$ cat src/rtl/rlh_pkg.sv
`default_nettype none
package rlh_pkg;

   localparam int NumBuckets = 14;
   localparam int BucketWidth = 4;

   localparam logic [2:0] StatusStored    = 3'd0;
   localparam logic [2:0] StatusDuplicate = 3'd1;
   localparam logic [2:0] StatusFull      = 3'd2;
   localparam logic [2:0] StatusIssueNull = 3'd3;
   localparam logic [2:0] StatusCompleted = 3'd4;
   localparam logic [2:0] StatusMiss      = 3'd5;
   localparam logic [2:0] StatusCplNull   = 3'd6;

   localparam logic OpIssue    = 1'b0;
   localparam logic OpComplete = 1'b1;

   // exclusive upper bounds of buckets 0 to 12
   function automatic logic [BucketWidth-1:0] bucket_of(input logic [63:0] lat);
      logic [63:0] bound [0:12];
      logic [BucketWidth-1:0] idx;
      bound[0]  = 64'd100000;     bound[1]  = 64'd250000;    bound[2]  = 64'd500000;
      bound[3]  = 64'd1000000;    bound[4]  = 64'd2000000;   bound[5]  = 64'd5000000;
      bound[6]  = 64'd10000000;   bound[7]  = 64'd20000000;  bound[8]  = 64'd50000000;
      bound[9]  = 64'd100000000;  bound[10] = 64'd250000000; bound[11] = 64'd500000000;
      bound[12] = 64'd1000000000;
      idx = BucketWidth'(NumBuckets - 1);
      for (int b = 12; b >= 0; b--) begin
         if (lat < bound[b]) idx = BucketWidth'(b);
      end
      return idx;
   endfunction

   // controller commands to the datapath
   typedef struct packed {
      logic lookup;   // capture the word and search the table
      logic apply;    // act on the search result, update stats, load response
   } rlh_cmd_type;

endpackage
`default_nettype wire

$ cat src/rtl/rlh_ctrl.sv
`default_nettype none
module rlh_ctrl
   import rlh_pkg::*;
(
   input  wire logic  clock,
   input  wire logic  reset,
   input  wire logic  req_valid,
   output logic       req_stall,
   output logic       rsp_valid,
   input  wire logic  rsp_stall,
   output rlh_cmd_type cmd
);

   localparam logic [1:0] StIdle   = 2'd0;
   localparam logic [1:0] StSearch = 2'd1;
   localparam logic [1:0] StReply  = 2'd2;

   logic [1:0] state_ff, state_in;

   // a new word may enter as the reply is taken; while the reply waits, the request is stalled
   assign req_stall = (state_ff == StSearch) || (state_ff == StReply && rsp_stall);
   assign rsp_valid = (state_ff == StReply);
   assign cmd.lookup = req_valid && !req_stall;
   assign cmd.apply  = (state_ff == StSearch);

   always_comb begin
      state_in = state_ff;
      unique case (state_ff)
         StIdle:   if (cmd.lookup) state_in = StSearch;
         StSearch: state_in = StReply;
         StReply: begin
            if (!rsp_stall) state_in = cmd.lookup ? StSearch : StIdle;
         end
         default:  state_in = StIdle;
      endcase
   end

   always_ff @(posedge clock) begin
      if (reset) state_ff <= StIdle;
      else       state_ff <= state_in;
   end

   assert property (@(posedge clock) disable iff (reset)
      cmd.apply |=> rsp_valid) else $error("apply not followed by reply");
   assert property (@(posedge clock) disable iff (reset)
      cmd.lookup |=> cmd.apply) else $error("lookup not followed by apply");
   assert property (@(posedge clock) disable iff (reset)
      !(cmd.lookup && cmd.apply)) else $error("lookup during apply");

endmodule
`default_nettype wire

$ cat config.mk
export PLATFORM = sky130hd
export DESIGN_NAME = rlh_ctrl
export DESIGN_NICKNAME = d
export VERILOG_FILES = /design/src/rtl/rlh_pkg.sv /design/src/rtl/rlh_ctrl.sv
export SDC_FILE = /design/constraint.sdc
export NUM_CORES = 1
export LEC_CHECK = 0
export BUFFER_PORTS_ARGS = -buffer_cell sky130_fd_sc_hd__buf_2
export CAP_MARGIN = 20
export CORE_AREA = 4 4 41 43
export DETAILED_ROUTE_END_ITERATION = 8
export DIE_AREA = 0 0 45 47
export SETUP_SLACK_MARGIN = 0.15
export SYNTH_ARGS = -nofsm -noshare
export SYNTH_HDL_FRONTEND = slang
export SYNTH_SLANG_ARGS = --single-unit
$ cat constraint.sdc
create_clock -name clock -period 1 [get_ports clock]
set_input_delay 0.15 -clock clock [delete_from_list [all_inputs] [get_ports clock]]
set_output_delay 0.15 -clock clock [all_outputs]
set_load 0.03 [all_outputs]
==> flow_summary.ini <==
[timing]
max_freq_mhz = 829
setup_violations = 4
final_hold_viol_count = 0
fin_skew_ns = 0.00319
slew_headroom_pct = 83.9
rsz0062_at_grt = yes
fin_crit_sh_pct = 121
finalWorstSetupSlack_ns = -0.207
slew_viol_final = 0
worstMarginPinSlew_ns = 0.241
finalCriticalPeriod_ns = 1.21

[worst_setup_path]
cp.buffers_inverters = 1
cp_data_arrival_time_ns = 1.06
worstPathRequired_ns = 0.85
timing.rr.end = state_ff[0]
r2r_start = state_ff[1]
cp.depth = 3
end_kind = output pin
start_kind = flop
path_max_fanout = 4
worst_path_largest_cell_delay_ns = 0.35
reg2reg_setup_slack_ns = 0.18
crit_path_top_delay_cell = dfxtp_4
crit_chain = nand3b_1 > and3_4 > buf_6
rr_worst_depth = 2
critPathTopFamily = simple AND/OR/NAND/NOR gates
crit_type = flop to output pin

[placement]
dpl-instance-area_sq_um = 178
dpl.hpwl_microns = 247
dp_cells = 36
portBuffers = 7
gp_congestion = 0.635
pre_cts_slack_ns = -0.0401

[synthesis]
yosys-top-cells-count = dfxtp_1, inv_1
synth.top_cell.area_share_pct = 38.1
synth_top_family_by_area = simple AND/OR/NAND/NOR gates
synth_compound_area_share_pct = 19.0
synth_flop_cell = dfxtp_1
ys_ff_latch = 2
yosys.area_share.adder_pct = 0
ys_types = 10
synth_area_leaders = dfxtp_1, a2111oi_2, buf_4, inv_1, nand3b_1
syn_nets = 16
synth_top_cell_by_area = dfxtp_1
synthCells = 12
synth.mux.area_fraction_pct = 0
yosys.area_share.simple_pct = 28.6
synth_xor_xnor_area_share_pct = 0
async_flop_share_pct = 0
yosys_warnings = 0
yosysSeqAreaShare_pct = 38.1
synth-edff-count = 0
syn_area_sq_um = 105
syn_area_per_cell_sq_um = 8.76

[cts]
cts.htree.levels = 1
path_clk_slew_ns = 0.03
cts_buffers = 3
cts.path.max_buffers = 2
cts_setup_buffers = 0
insertion_delay_ns = 0.22
clock-sinks = 2
clock-root-buffer = clkbuf_4
cts_tree = done

[cells_and_area]
largest_reg_flops = 2
area_growth_pct = 150
final_area_sq_um = 263
n_fill_cell = 154
top_regs = state_ff x2
nNetsFinal = 30
diodes = 0
regMostFlops = state_ff
stdcell_count = 39
fin_util_pct = 20.2
drive_above_1_share_pct = 83.3

[drt]
firstDrtPassIters = 1
num_vias = 128
drc = 0
drtIter0Drc = 0
vias_per_cell = 3.28
finalWirelength_microns = 349
drt.antenna.violating_nets = 0
wl_per_cell_microns = 8.95

[die]
start_util_pct = 8.08
core_sq_um = 1300
die_area_sq_um = 2120
die_h_microns = 47
ios = 8
fp.dieW_microns = 45
row_count = 13

[status]
violations = setup timing
status = finished, violations left

[global_route]
grt.busiest_layer = met2
met1_usage_pct = 4.07
grtUsageTotal_pct = 5.05
use_met2_pct = 7.06
grt_pass1_vias = 169
grtUsageMet3_pct = 4.60
grt_overflow = 0
grt_start_max_net_pins = 5
grt_pass1_wl_microns = 641
antenna_found_initial = 0

[power]
power_density_nw_per_um2 = 1410
power_uw = 370
leakage_uw = 0.000120
ir_drop_mv = 0.457

[worst_hold_path]
hold-path-endpoint = state_ff[0]
hold_class = primary input to flop
hold_depth = 2
hp-start = reset

[run]
maxCapViolations = 0
per-layer routing:
metal / wire (microns) / vias up
met5: 0 / -
met4: 0 / 0
met3: 50 / 0
met2: 144 / 10
met1: 154 / 55
li1: - / 63
cells in the final DEF (no fill, tap or decap):
| cell type | instances |
|---|---|
| buf_6 | 5 |
| clkbuf_4 | 3 |
| buf_2 | 3 |
| buf_4 | 2 |
| nand2b_4 | 1 |
| inv_2 | 1 |
| nor2b_4 | 1 |
| nand3b_1 | 1 |
| nand2_1 | 1 |
| and3_4 | 1 |
| a21oi_1 | 1 |
| inv_1 | 1 |
| a2111oi_4 | 1 |
| dfxtp_4 | 1 |
| dfxtp_2 | 1 |
worst max path at each step:
stage / from / end / slack (ns)
final: state_ff[0] / cmd[1] / -0.21
after global routing: state_ff[0] / cmd[1] / -0.26
after CTS: state_ff[0] / cmd[1] / -0.20
after detailed placement: state_ff[0] / cmd[1] / -0.04
after global placement: state_ff[0] / cmd[1] / -0.02
after floorplan: state_ff[0] / cmd[1] / 0.06
metrics by stage:
stage               setup TNS (ns)  hold WS (ns)
CTS                         -0.460         0.120
global placement           -0.0235         0.346
detailed placement         -0.0401         0.349
finish                      -0.444         0.136
global route                -0.675         0.119
floorplan                        0         0.219
layout make-up:
| class | count | area (sq um) | share of cell area [%] |
|---|---|---|---|
| flip-flops and latches | 2 | 45.0 | 17.1 |
| repair buffers | 10 | 86.3 | 32.9 |
| multi-input cells | 7 | 82.6 | 31.4 |
| well taps | 15 | 18.8 | 7.14 |
| clock buffers | 3 | 22.5 | 8.57 |
| inverters | 2 | 7.51 | 2.86 |
timing repair:
item / CTS / global route
pin swaps: 1 / 1
gates resized for setup: 15 / 2
setup endpoints to repair: 5 / 5
hold endpoints to repair: 0 / 0
hold buffers: 0 / 0
cell families (layout without fill, tap and decap cells):
family | count (synthesis) | after routing
buffers and inverters | 3 | 15
AOI/OAI and AO/OA | 2 | 2
DFF | 2 | 2
and+or+nand+nor | 5 | 5
power breakdown:
| part | switching, uW | internal (uW) |
|---|---|---|
| combinational | 50.4 | 53.6 |
| sequential | 5.70 | 84.9 |
| clock | 43.2 | 132 |
| total | 99.3 | 271 |
(Power assumes the default switching activity.)
